`config.mk`:
```
export PLATFORM = sky130hd
export DESIGN_NAME = seven_segment_number_formatter
export DESIGN_NICKNAME = d
export VERILOG_FILES = /design/src/hdl/ssnf_pkg.sv /design/src/hdl/ssnf_bcd_conv.sv /design/src/hdl/seven_segment_number_formatter.sv
export SDC_FILE = /design/constraint.sdc
export NUM_CORES = 1
export LEC_CHECK = 0
export ABC_AREA = 1
export BUFFER_PORTS_ARGS = -buffer_cell sky130_fd_sc_hd__buf_2
export CAP_MARGIN = 20
export CELL_PAD_IN_SITES_DETAIL_PLACEMENT = 0
export CELL_PAD_IN_SITES_GLOBAL_PLACEMENT = 2
export CORE_MARGIN = 1
export CORE_UTILIZATION = 35
export CTS_CLUSTER_SIZE = 8
export DETAILED_ROUTE_END_ITERATION = 10
export PLACE_DENSITY = 0.88
export SYNTH_ARGS = -nofsm -noshare
export SYNTH_HDL_FRONTEND = slang
export SYNTH_SLANG_ARGS = --single-unit
```
`constraint.sdc`:
```
create_clock -name clk -period 6.4 [get_ports clk]
set_input_delay 0.64 -clock clk [delete_from_list [all_inputs] [get_ports clk]]
set_output_delay 0.64 -clock clk [all_outputs]
set_load 0.05 [all_outputs]
```
`src/hdl/ssnf_pkg.sv`:
```
// Shared types, constants and the digit glyph table for the seven-segment
// number formatter. No dependencies; every other file imports this package.
package ssnf_pkg;

    localparam int MAX_DISPLAYS_DEF    = 8;
    localparam int FRACTION_DIGITS_DEF = 7;

    localparam int VALUE_W      = 50;
    localparam int VALUE_BYTES  = (VALUE_W + 7) / 8;
    localparam int BCD_DIGITS   = 16;
    localparam int COUNT_W      = 4;
    localparam int PATTERNS_W   = 64;
    localparam int MASK_W       = 8;
    localparam int OUT_DATA_W   = PATTERNS_W + MASK_W;

    localparam logic [COUNT_W-1:0] DISPLAY_COUNT_RESET = 4'd4;

    localparam logic [7:0] SEG_DP = 8'd128;
    localparam logic [7:0] SEG_E  = 8'd121;
    localparam logic [7:0] SEG_R  = 8'd80;

    localparam logic MODE_SHOW  = 1'b0;
    localparam logic MODE_CLEAR = 1'b1;

    typedef logic [3:0] bcd_digit_t;
    typedef logic [BCD_DIGITS-1:0][3:0] bcd_word_t;
    typedef logic [7:0] pattern_t;

    typedef enum logic [2:0] {
        ST_IDLE,
        ST_CONV,
        ST_COUNT,
        ST_APPLY,
        ST_OUT
    } ssnf_state_t;

    // Lit-segment pattern (HGFEDCBA) of one decimal digit.
    function automatic pattern_t glyph(input bcd_digit_t d);
        pattern_t p;
        unique case (d)
            4'd0:    p = 8'd63;
            4'd1:    p = 8'd6;
            4'd2:    p = 8'd91;
            4'd3:    p = 8'd79;
            4'd4:    p = 8'd102;
            4'd5:    p = 8'd109;
            4'd6:    p = 8'd125;
            4'd7:    p = 8'd7;
            4'd8:    p = 8'd127;
            4'd9:    p = 8'd111;
            default: p = 8'd0;
        endcase
        return p;
    endfunction

endpackage

```
`src/hdl/ssnf_bcd_conv.sv`:
```
// Shift-and-add-3 binary to BCD converter, one input bit per clock.
// Depends on ssnf_pkg for the value width and the BCD word type.
module ssnf_bcd_conv (
    input  logic                            clk,
    input  logic                            rst_n,
    input  logic                            start,
    input  logic [ssnf_pkg::VALUE_W-1:0]    bin,
    output logic                            done,
    output ssnf_pkg::bcd_word_t             bcd
);
    import ssnf_pkg::*;

    localparam int CNT_W = $clog2(VALUE_W);

    logic [VALUE_W-1:0] shift_reg, shift_next;
    bcd_word_t          bcd_reg, bcd_next;
    logic [CNT_W-1:0]   cnt_reg, cnt_next;
    logic               busy_reg, busy_next;
    logic               done_reg, done_next;
    bcd_word_t          adjusted;
    logic [4*BCD_DIGITS-1:0] adjusted_bits;

    always_comb
    begin
        for (int k = 0; k < BCD_DIGITS; k++)
        begin
            adjusted[k] = (bcd_reg[k] >= 4'd5) ? bcd_reg[k] + 4'd3 : bcd_reg[k];
        end
    end

    assign adjusted_bits = adjusted;

    always_comb
    begin
        shift_next = shift_reg;
        bcd_next   = bcd_reg;
        cnt_next   = cnt_reg;
        busy_next  = busy_reg;
        done_next  = 1'b0;
        if (start)
        begin
            shift_next = bin;
            bcd_next   = '0;
            cnt_next   = '0;
            busy_next  = 1'b1;
        end
        else if (busy_reg)
        begin
            bcd_next   = {adjusted_bits[4*BCD_DIGITS-2:0], shift_reg[VALUE_W-1]};
            shift_next = {shift_reg[VALUE_W-2:0], 1'b0};
            cnt_next   = cnt_reg + 1'b1;
            if (cnt_reg == CNT_W'(VALUE_W - 1))
            begin
                busy_next = 1'b0;
                done_next = 1'b1;
            end
        end
    end

    always_ff @(posedge clk or negedge rst_n)
    begin
        if (!rst_n)
        begin
            busy_reg <= 1'b0;
            done_reg <= 1'b0;
            cnt_reg  <= '0;
        end
        else
        begin
            busy_reg <= busy_next;
            done_reg <= done_next;
            cnt_reg  <= cnt_next;
        end
    end

    always_ff @(posedge clk)
    begin
        shift_reg <= shift_next;
        bcd_reg   <= bcd_next;
    end

    assign done = done_reg;
    assign bcd  = bcd_reg;

endmodule

```
`src/hdl/seven_segment_number_formatter.sv`:
```
// Top level of the seven-segment number formatter: sequencer, digit store
// and output register. Depends on ssnf_pkg and ssnf_bcd_conv.
//
// Channel  | Direction | Handshake            | Payload
// ---------+-----------+----------------------+--------------------------------------
// s_*      | in        | s_tvalid / s_tready  | tdata: value; tuser: mode
// m_*      | out       | m_tvalid / m_tready  | tdata: patterns, mask; tuser: overflow
// cfg_*    | in        | cfg_valid / cfg_ready| data: display_count
//
// A show transaction passes through the bit-serial BCD converter (one value bit per
// clock), then the converter's done flag, one step to find the integer digit count and
// one to rewrite the digit store before m_tvalid rises. A clear transaction skips the
// converter and goes straight to the store rewrite.
// The block takes one transaction at a time; s_tready is high only when no
// transaction is in flight and the previous result has been taken, so a stalled
// m_tready holds the block. Reset blanks all displays and sets the display count
// to four. The configuration channel is always ready.
module seven_segment_number_formatter #(
    parameter int MAX_DISPLAYS    = ssnf_pkg::MAX_DISPLAYS_DEF,
    parameter int FRACTION_DIGITS = ssnf_pkg::FRACTION_DIGITS_DEF
) (
    input  logic                                    clk,
    input  logic                                    rst_n,
    // Input item stream.
    input  logic                                    s_tvalid,
    output logic                                    s_tready,
    input  logic [8*ssnf_pkg::VALUE_BYTES-1:0]      s_tdata,  // [49:0] value, rest zero
    input  logic [0:0]                              s_tuser,  // [0] mode
    // Result stream.
    output logic                                    m_tvalid,
    input  logic                                    m_tready,
    output logic [ssnf_pkg::OUT_DATA_W-1:0]         m_tdata,  // [63:0] segment_patterns,
                                                              // [71:64] updated_mask
    output logic [0:0]                              m_tuser,  // [0] overflow
    // Configuration write channel.
    input  logic                                    cfg_valid,
    output logic                                    cfg_ready,
    input  logic [ssnf_pkg::COUNT_W-1:0]            cfg_data  // display_count
);
    import ssnf_pkg::*;

    ssnf_state_t                     state_reg, state_next;
    logic                            mode_reg, mode_next;
    logic [COUNT_W-1:0]              dcount_reg;
    logic [COUNT_W:0]                digits_reg, digits_next;
    pattern_t [MAX_DISPLAYS-1:0]     pat_reg, pat_next;
    logic [OUT_DATA_W-1:0]           out_data_reg, out_data_next;
    logic                            out_ovf_reg, out_ovf_next;

    logic                            bcd_start;
    logic                            bcd_done;
    bcd_word_t                       bcd;

    // Active display count, saturated into 1..MAX_DISPLAYS.
    logic [COUNT_W-1:0]              dc;

    // Decode of the current item, used in the store update cycle.
    logic                            err;
    logic [COUNT_W-1:0]              frac;
    logic [COUNT_W-1:0]              frac_idx;
    logic                            use_frac;
    logic [COUNT_W-1:0]              base;
    logic [COUNT_W-1:0]              shown_cnt;
    pattern_t [MAX_DISPLAYS-1:0]     new_pat;
    logic [MAX_DISPLAYS-1:0]         wr_en;

    ssnf_bcd_conv u_bcd (
        .clk   (clk),
        .rst_n (rst_n),
        .start (bcd_start),
        .bin   (s_tdata[VALUE_W-1:0]),
        .done  (bcd_done),
        .bcd   (bcd)
    );

    always_comb
    begin
        if (dcount_reg == '0)
        begin
            dc = COUNT_W'(1);
        end
        else if (dcount_reg > COUNT_W'(MAX_DISPLAYS))
        begin
            dc = COUNT_W'(MAX_DISPLAYS);
        end
        else
        begin
            dc = dcount_reg;
        end
    end

    // The integer part is counted as at least one digit: the highest nonzero
    // BCD digit at or above the ones position sets the count.
    always_comb
    begin
        digits_next = (COUNT_W+1)'(1);
        for (int k = FRACTION_DIGITS; k < BCD_DIGITS; k++)
        begin
            if (bcd[k] != '0)
            begin
                digits_next = (COUNT_W+1)'(k - FRACTION_DIGITS + 1);
            end
        end
    end

    // When the displays left over after the integer part reach into the stored
    // fraction and the last fractional digit that fits is nonzero, the window
    // slides down so that the whole row is filled and the point lands on the
    // ones digit.
    always_comb
    begin
        err       = digits_reg > {1'b0, dc};
        frac      = dc - digits_reg[COUNT_W-1:0];
        frac_idx  = COUNT_W'(FRACTION_DIGITS) - frac;
        use_frac  = !err && (frac != '0) && (frac <= COUNT_W'(FRACTION_DIGITS))
                    && (bcd[frac_idx] != '0);
        base      = use_frac ? frac_idx : COUNT_W'(FRACTION_DIGITS);
        shown_cnt = use_frac ? dc : digits_reg[COUNT_W-1:0];

        for (int i = 0; i < MAX_DISPLAYS; i++)
        begin
            new_pat[i] = '0;
            wr_en[i]   = 1'b0;
            if (mode_reg == MODE_CLEAR)
            begin
                wr_en[i] = COUNT_W'(i) < dc;
            end
            else if (err)
            begin
                // The error text sits on the top active displays.
                if (COUNT_W'(i + 1) == dc)
                begin
                    new_pat[i] = SEG_E;
                    wr_en[i]   = 1'b1;
                end
                else if (COUNT_W'(i + 2) == dc || COUNT_W'(i + 3) == dc)
                begin
                    new_pat[i] = SEG_R;
                    wr_en[i]   = 1'b1;
                end
            end
            else if (COUNT_W'(i) < shown_cnt)
            begin
                new_pat[i] = glyph(bcd[base + COUNT_W'(i)]);
                if (use_frac && COUNT_W'(i) == frac)
                begin
                    new_pat[i] = new_pat[i] ^ SEG_DP;
                end
                wr_en[i] = 1'b1;
            end
        end
    end

    always_comb
    begin
        state_next    = state_reg;
        mode_next     = mode_reg;
        pat_next      = pat_reg;
        out_data_next = out_data_reg;
        out_ovf_next  = out_ovf_reg;
        bcd_start     = 1'b0;
        s_tready      = 1'b0;
        m_tvalid      = 1'b0;

        unique case (state_reg)
            ST_IDLE:
            begin
                s_tready = 1'b1;
                if (s_tvalid)
                begin
                    mode_next = s_tuser[0];
                    if (s_tuser[0] == MODE_CLEAR)
                    begin
                        state_next = ST_APPLY;
                    end
                    else
                    begin
                        bcd_start  = 1'b1;
                        state_next = ST_CONV;
                    end
                end
            end
            ST_CONV:
            begin
                if (bcd_done)
                begin
                    state_next = ST_COUNT;
                end
            end
            ST_COUNT:
            begin
                state_next = ST_APPLY;
            end
            ST_APPLY:
            begin
                for (int i = 0; i < MAX_DISPLAYS; i++)
                begin
                    if (wr_en[i])
                    begin
                        pat_next[i] = new_pat[i];
                    end
                end
                out_data_next = '0;
                for (int i = 0; i < MAX_DISPLAYS; i++)
                begin
                    out_data_next[8*i +: 8]          = pat_next[i];
                    out_data_next[PATTERNS_W + i]    = wr_en[i];
                end
                out_ovf_next = (mode_reg == MODE_SHOW) && err;
                state_next   = ST_OUT;
            end
            ST_OUT:
            begin
                m_tvalid = 1'b1;
                if (m_tready)
                begin
                    state_next = ST_IDLE;
                end
            end
            default:
            begin
                state_next = ST_IDLE;
            end
        endcase
    end

    always_ff @(posedge clk or negedge rst_n)
    begin
        if (!rst_n)
        begin
            state_reg  <= ST_IDLE;
            mode_reg   <= MODE_SHOW;
            pat_reg    <= '0;
            dcount_reg <= DISPLAY_COUNT_RESET;
        end
        else
        begin
            state_reg <= state_next;
            mode_reg  <= mode_next;
            pat_reg   <= pat_next;
            if (cfg_valid && cfg_ready)
            begin
                dcount_reg <= cfg_data;
            end
        end
    end

    always_ff @(posedge clk)
    begin
        digits_reg   <= (state_reg == ST_COUNT) ? digits_next : digits_reg;
        out_data_reg <= out_data_next;
        out_ovf_reg  <= out_ovf_next;
    end

    assign cfg_ready  = 1'b1;
    assign m_tdata    = out_data_reg;
    assign m_tuser[0] = out_ovf_reg;

endmodule

```
# == After elaboration in Yosys (flattened, before gate mapping) ==
# Memory sizes are Yosys's and may differ from the RTL's.
# Cells that the tools add are included.
# word_totals
ff_bits,272
latch_bits,0
ram_bits,0
romBits,896
in_bits,66
output_inout_bits,76
wordCells,372
mem_count,8
# mem_list
memory,depth,word_bits,read_ports,rd_ports_with_merged_regs,write_ports,line,source
(no name shown),16,7,1,0,0,ssnf_pkg.sv:40,unique case (d)
(no name shown),16,7,1,0,0,ssnf_pkg.sv:40,
(no name shown),16,7,1,0,0,ssnf_pkg.sv:40,
(no name shown),16,7,1,0,0,ssnf_pkg.sv:40,
(no name shown),16,7,1,0,0,ssnf_pkg.sv:40,
(no name shown),16,7,1,0,0,ssnf_pkg.sv:40,
+2 memories,n/a,n/a,n/a,n/a,n/a,n/a,
# op_classes
n_addsub,26
multipliers,0
n_div,0
order_cmp,44
eq_ne,25
n_shift,0
mux,185
bitwise_logic,9
n_reduce_logical,39
# ops
op,n
8-bit 2-to-1 mux,64
4-bit binary-select mux with 4-bit select,9
4-bit 2-to-1 mux,28
7-bit 2-to-1 mux,16
50-bit 2-to-1 mux,2
4-bit by 2-bit adder with 4-bit output (second input constant),17
4-bit by 3-bit greater-or-equal comparator with 1-bit output (second input constant),16
1-bit 2-to-1 mux,52
4-bit by 5-bit less-than comparator with 1-bit output (second input constant),9
4-bit nonzero test,10
3-bit by 4-bit equality test with 1-bit output (first input constant),8
3-bit by 4-bit less-than comparator with 1-bit output (first input constant),8
3-bit 2-to-1 mux,8
4-bit by 3-bit adder with 4-bit output (second input constant),4
2-bit by 4-bit equality test with 1-bit output (first input constant),4
1-bit by 4-bit less-than comparator with 1-bit output (first input constant),4
2-bit by 4-bit less-than comparator with 1-bit output (first input constant),4
3-bit one-hot mux with 5 select lines,1
4-bit equality test (first input constant),3
1-bit logical AND,12
6-bit 2-to-1 mux,2
1-bit NOT,9
1-bit by 4-bit equality test with 1-bit output (first input constant),2
4-bit zero test,2
23 further kinds,34

# == Longest topological paths before layout ==
# An unclocked memory read counts as a cell.
# depth
ltp_word,23
ltp_mapped,40
mapped_depth_nobuf,37

# == By module ==
# Synthesis repeated with hierarchy kept, for this count alone.
# hier_totals
cells_unflattened,2425
area_unflattened_um2,17401.7
# modules_own_cells
mod,n_inst,cells_per_inst,area_each_um2,seq_area_each_um2
seven_segment_number_formatter,1,1599,11165.7,4115.2
ssnf_bcd_conv,1,826,6236.0,2982.9

# == Worst setup path before layout ==
# Ideal clock, no wire load.
# synth_timing
path_kind,flip-flop to flip-flop
from,reg dcount_reg[2]
to,reg out_data_reg[43] (netlist: m_tdata[43]) (data pin)
setup_time_ns,0.258
arrival_ns,5.044
required_time_ns,6.142
slack_ns,1.099
stages_incl_launch_ff,35
n_path_buf,6
period_less_slack_ns,5.301
path_cell_list,dfstp_2 -> nor2_1 -> inv_1 -> nor2_1 -> a21oi_1 -> ha_1 -> inv_1 -> fa_1 -> buf_4 -> inv_4 -> nand2_4 -> inv_2 -> nand2_1 -> nand3_1 -> nor2_8 -> nand3_2 -> buf_6 -> buf_6 -> buf_6 -> ha_1 -> clkbuf_1 -> clkinv_1 -> clkbuf_1 -> nand3_1 -> nand3_1 -> nand3_1 -> nand2_1 -> inv_1 -> ha_1 -> nand2_1 -> nand3_1 -> nand2_1 -> nand2_1 -> nand2_1 -> nand2_1
# synth_via
elab_chain_len,22
word_cells_on_any_way,42
# synth_rtl
element,line,source
"start, declared",seven_segment_number_formatter.sv:44,logic [COUNT_W-1:0] dcount_reg;
"start signal, assigned",seven_segment_number_formatter.sv:243,dcount_reg <= cfg_data;
4-bit > comparator,seven_segment_number_formatter.sv:82,else if (dcount_reg > COUNT_W'(MAX_DISPLAYS))
4-bit 2-to-1 mux,seven_segment_number_formatter.sv:82,
4-bit 2-to-1 mux (*),seven_segment_number_formatter.sv:78,if (dcount_reg == '0)
4-bit subtractor,seven_segment_number_formatter.sv:113,frac = dc - digits_reg[COUNT_W-1:0];
3-bit by 4-bit subtractor with 4-bit output,seven_segment_number_formatter.sv:114,frac_idx = COUNT_W'(FRACTION_DIGITS) - frac;
4-bit binary-select mux with 4-bit select,seven_segment_number_formatter.sv:116,&& (bcd[frac_idx] != '0);
4-bit 2-to-1 mux (not written as such),seven_segment_number_formatter.sv:116,
4-bit nonzero test,seven_segment_number_formatter.sv:116,
(+6 left out),n/a,
8-bit 2-to-1 mux,seven_segment_number_formatter.sv:142,else if (COUNT_W'(i) < shown_cnt)
8-bit 2-to-1 mux,seven_segment_number_formatter.sv:128,else if (err)
8-bit 2-to-1 mux,seven_segment_number_formatter.sv:124,if (mode_reg == MODE_CLEAR)
8-bit 2-to-1 mux,seven_segment_number_formatter.sv:145,if (use_frac && COUNT_W'(i) == frac)
8-bit 2-to-1 mux,seven_segment_number_formatter.sv:142,
8-bit 2-to-1 mux,seven_segment_number_formatter.sv:128,
8-bit 2-to-1 mux,seven_segment_number_formatter.sv:124,
8-bit 2-to-1 mux (*),seven_segment_number_formatter.sv:198,if (wr_en[i])
"end signal, assigned",seven_segment_number_formatter.sv:251,out_data_reg <= out_data_next;
"end, declared",seven_segment_number_formatter.sv:47,"logic [OUT_DATA_W-1:0] out_data_reg, out_data_next;"
# Every way passes the cells marked *; elsewhere a longest branch is shown, timed or not. The select of a mux whose other input is x is not followed.
# A chain may end at the register's enable or synchronous reset.

# == Final worst setup path ==
# layout_timing
from,reg dcount_reg[3]
to,reg pat_reg[11] in the netlist's numbering
# layout_via
elab_chain_len,22
word_cells_on_any_way,42
# layout_rtl
element,line,source
4-bit > comparator,seven_segment_number_formatter.sv:82,
4-bit 2-to-1 mux,seven_segment_number_formatter.sv:82,
4-bit 2-to-1 mux (*),seven_segment_number_formatter.sv:78,
4-bit subtractor,seven_segment_number_formatter.sv:113,
3-bit by 4-bit subtractor with 4-bit output,seven_segment_number_formatter.sv:114,
4-bit binary-select mux with 4-bit select,seven_segment_number_formatter.sv:116,
4-bit 2-to-1 mux (not written as such),seven_segment_number_formatter.sv:116,
4-bit nonzero test,seven_segment_number_formatter.sv:116,
(+6 left out),n/a,
8-bit 2-to-1 mux,seven_segment_number_formatter.sv:142,
8-bit 2-to-1 mux,seven_segment_number_formatter.sv:128,
8-bit 2-to-1 mux,seven_segment_number_formatter.sv:124,
8-bit 2-to-1 mux,seven_segment_number_formatter.sv:145,
8-bit 2-to-1 mux,seven_segment_number_formatter.sv:142,
8-bit 2-to-1 mux,seven_segment_number_formatter.sv:128,
8-bit 2-to-1 mux,seven_segment_number_formatter.sv:124,
8-bit 2-to-1 mux (*),seven_segment_number_formatter.sv:198,
"end signal, assigned",seven_segment_number_formatter.sv:240,pat_reg <= pat_next;
"end, declared",seven_segment_number_formatter.sv:46,"pattern_t [MAX_DISPLAYS-1:0] pat_reg, pat_next;"
# Marks and branches as above.

==> metrics <==
Routed Antenna Nets 0; final non-filler cell total about 3100; CP peak stage delay 0.50 ns; initial antenna violation count 4; EDFF count, synth about 130; mux cell area share after synthesis 0%; Cell variety after synth 57; PostCTS Resize Cnt 0; max FFs per register 72; CP Max Fanout 21; Final Instance Area between 15000 and 20000 um^2; slowest cell on the critical path fa_1; total grt overflow 0; routed wire length about 52000 um; I/O Pins 142; Worst Hold Class primary input to register; Synth warnings 0; sequential area share after synthesis a little over two fifths; Slew Viols, Final 0; Most common cell on crit path nand2_1; final setup vio count 0; most common cell after layout, fill and taps aside nand2_1; CTS HTree Levels 2; main combinational cell family by area after synthesis simple AND/OR/NAND/NOR gates; global-route wire length before repair 83000 um; Critical Path RT a little under 7 ns; ys flop type edfxtp_1; synthesized net count ~2400; Crit path max-delay family simple AND/OR/NAND/NOR gates; final hold vios 0; Final #Nets around 2600; share of cells above drive strength 1 about an eighth; Compound-Gate Fraction of Synth Area 10.7%; Syn Area/Cell ~7.4 um^2; r2r startpoint dcount_reg[3]; Worst Tran Pin Value about 0.95 ns; most frequent cells in the layout 801 x nand2_1, 228 x inv_1, 202 x nand3_1; placed cell area between 15000 and 20000 um^2; #FFs+latches synth 271; P&R area growth vs syn 15.3%; GP Congestion approximately 0.94; Synth Area in Simple Gates 31.6%; outcome completed; Worst-Skew Late Latency 0.57 ns; DIE WIDTH 222 um; Max Clock Freq roughly 170 MHz; DP Cell Count about 3000; Min Hold Slack 0.312 ns; IO buf count between 100 and 150; Post-CTS Setup Bufs 0; largest net degree at the start of global routing 90; CTS tree yes; CP startpoint dcount_reg[3]; setup TNS 0 ns; Worst Path Arrival 6.30 ns; vias per inst between 5 and 6; Synth Instances about 2300; drt first pass iters 6; Worst Skew 0.0306 ns; CTS Buf Count 40; total track usage approximately a fifth; xor-xnor portion of the synthesized cell area ~1.2%; WHS Path Cells 3; DRC 0; post-layout min period 5.81 ns; vias in the first global route roughly 15000; # rows 80; DR WL/cell between 15 and 20 um; CTS clk-pin slew, worst paths 0.05 ns; Die Span Y around 220 um; DR iter-0 viols 1107; critical path class register to register; core box area between 40000 and 50000 um^2; WP buf/inv 9; root buf cell clkbuf_16; CP endpoint kind register; # clock sinks 271; Final Cycle Share roughly nine tenths; mapped cell area approximately 17000 um^2; Starting Density between 30% and 40%; Startpoint Class register; Hold-fix buffers, CTS 1; Slew headroom 36.6%; hold path startpoint cfg_data[3]; post-DP HPWL about 39000 um; async set or reset register ratio after synthesis ~30%; Synth Area in Adders 6.18%; clk buf depth 3; RSZ-0062 raised after global routing no; maxcap violations 0; die area approximately 49000 um^2; critical path depth in cells 36; vias between 15000 and 20000; R2R depth 36
## layout make-up
class | instances | area [um^2]
clock buffer | 72 | 1160
multi-input combinational | 1669 | 8450
inverter | 256 | 971
timing repair buffer | 173 | 1000
antenna | 2 | 5.00
tap | 615 | 769
sequential | 271 | 7100
fill | 4999 | 28200
clock inverter | 2 | 46.3
## synthesized netlist by cell type (5+ instances only)
cell type | count | area [um^2]
o211ai_1 | 8 | 60.1
dfxtp_1 | 64 | 1280
buf_2 | 13 | 65.1
inv_2 | 22 | 82.6
buf_6 | 10 | 113
ha_1 | 82 | 1030
o21ai_1 | 27 | 135
buf_1 | 12 | 45.0
a32oi_1 | 8 | 70.1
nor3_1 | 23 | 115
o21ai_2 | 7 | 61.3
o22ai_1 | 29 | 181
nand2_1 | 802 | 3010
nand3_2 | 7 | 70.1
a21oi_1 | 46 | 230
nand4_1 | 31 | 194
nor2_2 | 8 | 50.1
edfxtp_1 | 127 | 3810
inv_1 | 228 | 856
a31oi_1 | 25 | 156
o2111ai_1 | 11 | 96.3
o32ai_1 | 5 | 43.8
clkbuf_1 | 40 | 150
nand3b_1 | 10 | 75.1
buf_4 | 7 | 52.6
dfrtp_1 | 79 | 1980
nand3_1 | 202 | 1010
xor2_1 | 24 | 210
nor4_1 | 5 | 31.3
o21ai_0 | 125 | 626
nor2_1 | 136 | 510
nand2_2 | 16 | 100
## per-layer routing
| layer | vias up | global-route usage (%) | routed length [um] |
|---|---|---|---|
| met4 | 0 | 7.53 | 1690 |
| met1 | 7182 | 28.1 | 23400 |
| li1 | 7763 | - | - |
| met3 | 91 | 3.54 | 2720 |
| met2 | 364 | 35.5 | 24200 |
| met5 | - | 0 | 0 |
## worst register-to-register path: cells and delay by family (launching register included)
family                     cells  cell delay (ns)
AOI/OAI and AO/OA              2             0.19
adders and majority gates      4             1.22
buffers and inverters          9             1.21
DFF                            1             0.42
and+or+nand+nor               21             2.68
## kinds of logic after synthesis
| family | count (synthesis) |
|---|---|
| flip-flops | 271 |
| AND/OR/NAND/NOR | 1255 |
| buffers and inverters | 338 |
| other | 1 |
| adder cells (fa/ha/maj) | 83 |
| AO/OA/AOI/OAI | 306 |
| XOR/XNOR | 24 |
## worst paths after layout
path,end,slack [ns]
max reg2reg,pat_reg[11],0.59
min in group asynchronous,pat_reg[38],0.53
min,dcount_reg[3],0.31
min reg2reg,pat_reg[20],0.48
max,pat_reg[11],0.59
max in group asynchronous,pat_reg[42],4.71
## metrics by stage
step | setup slack, ns | utilization, %
final | 0.586 | 40.9
after global routing | 0.0141 | 40.9
after CTS | 0.622 | 40.8
after detailed placement | 0.671 | 38.2
after global placement | 0.760 | 38.2
after floorplan | 1.10 | -
Power is left out: the tool's default activity adds up to more than one toggle a clock period on the data nets, which glitch-free logic cannot reach.
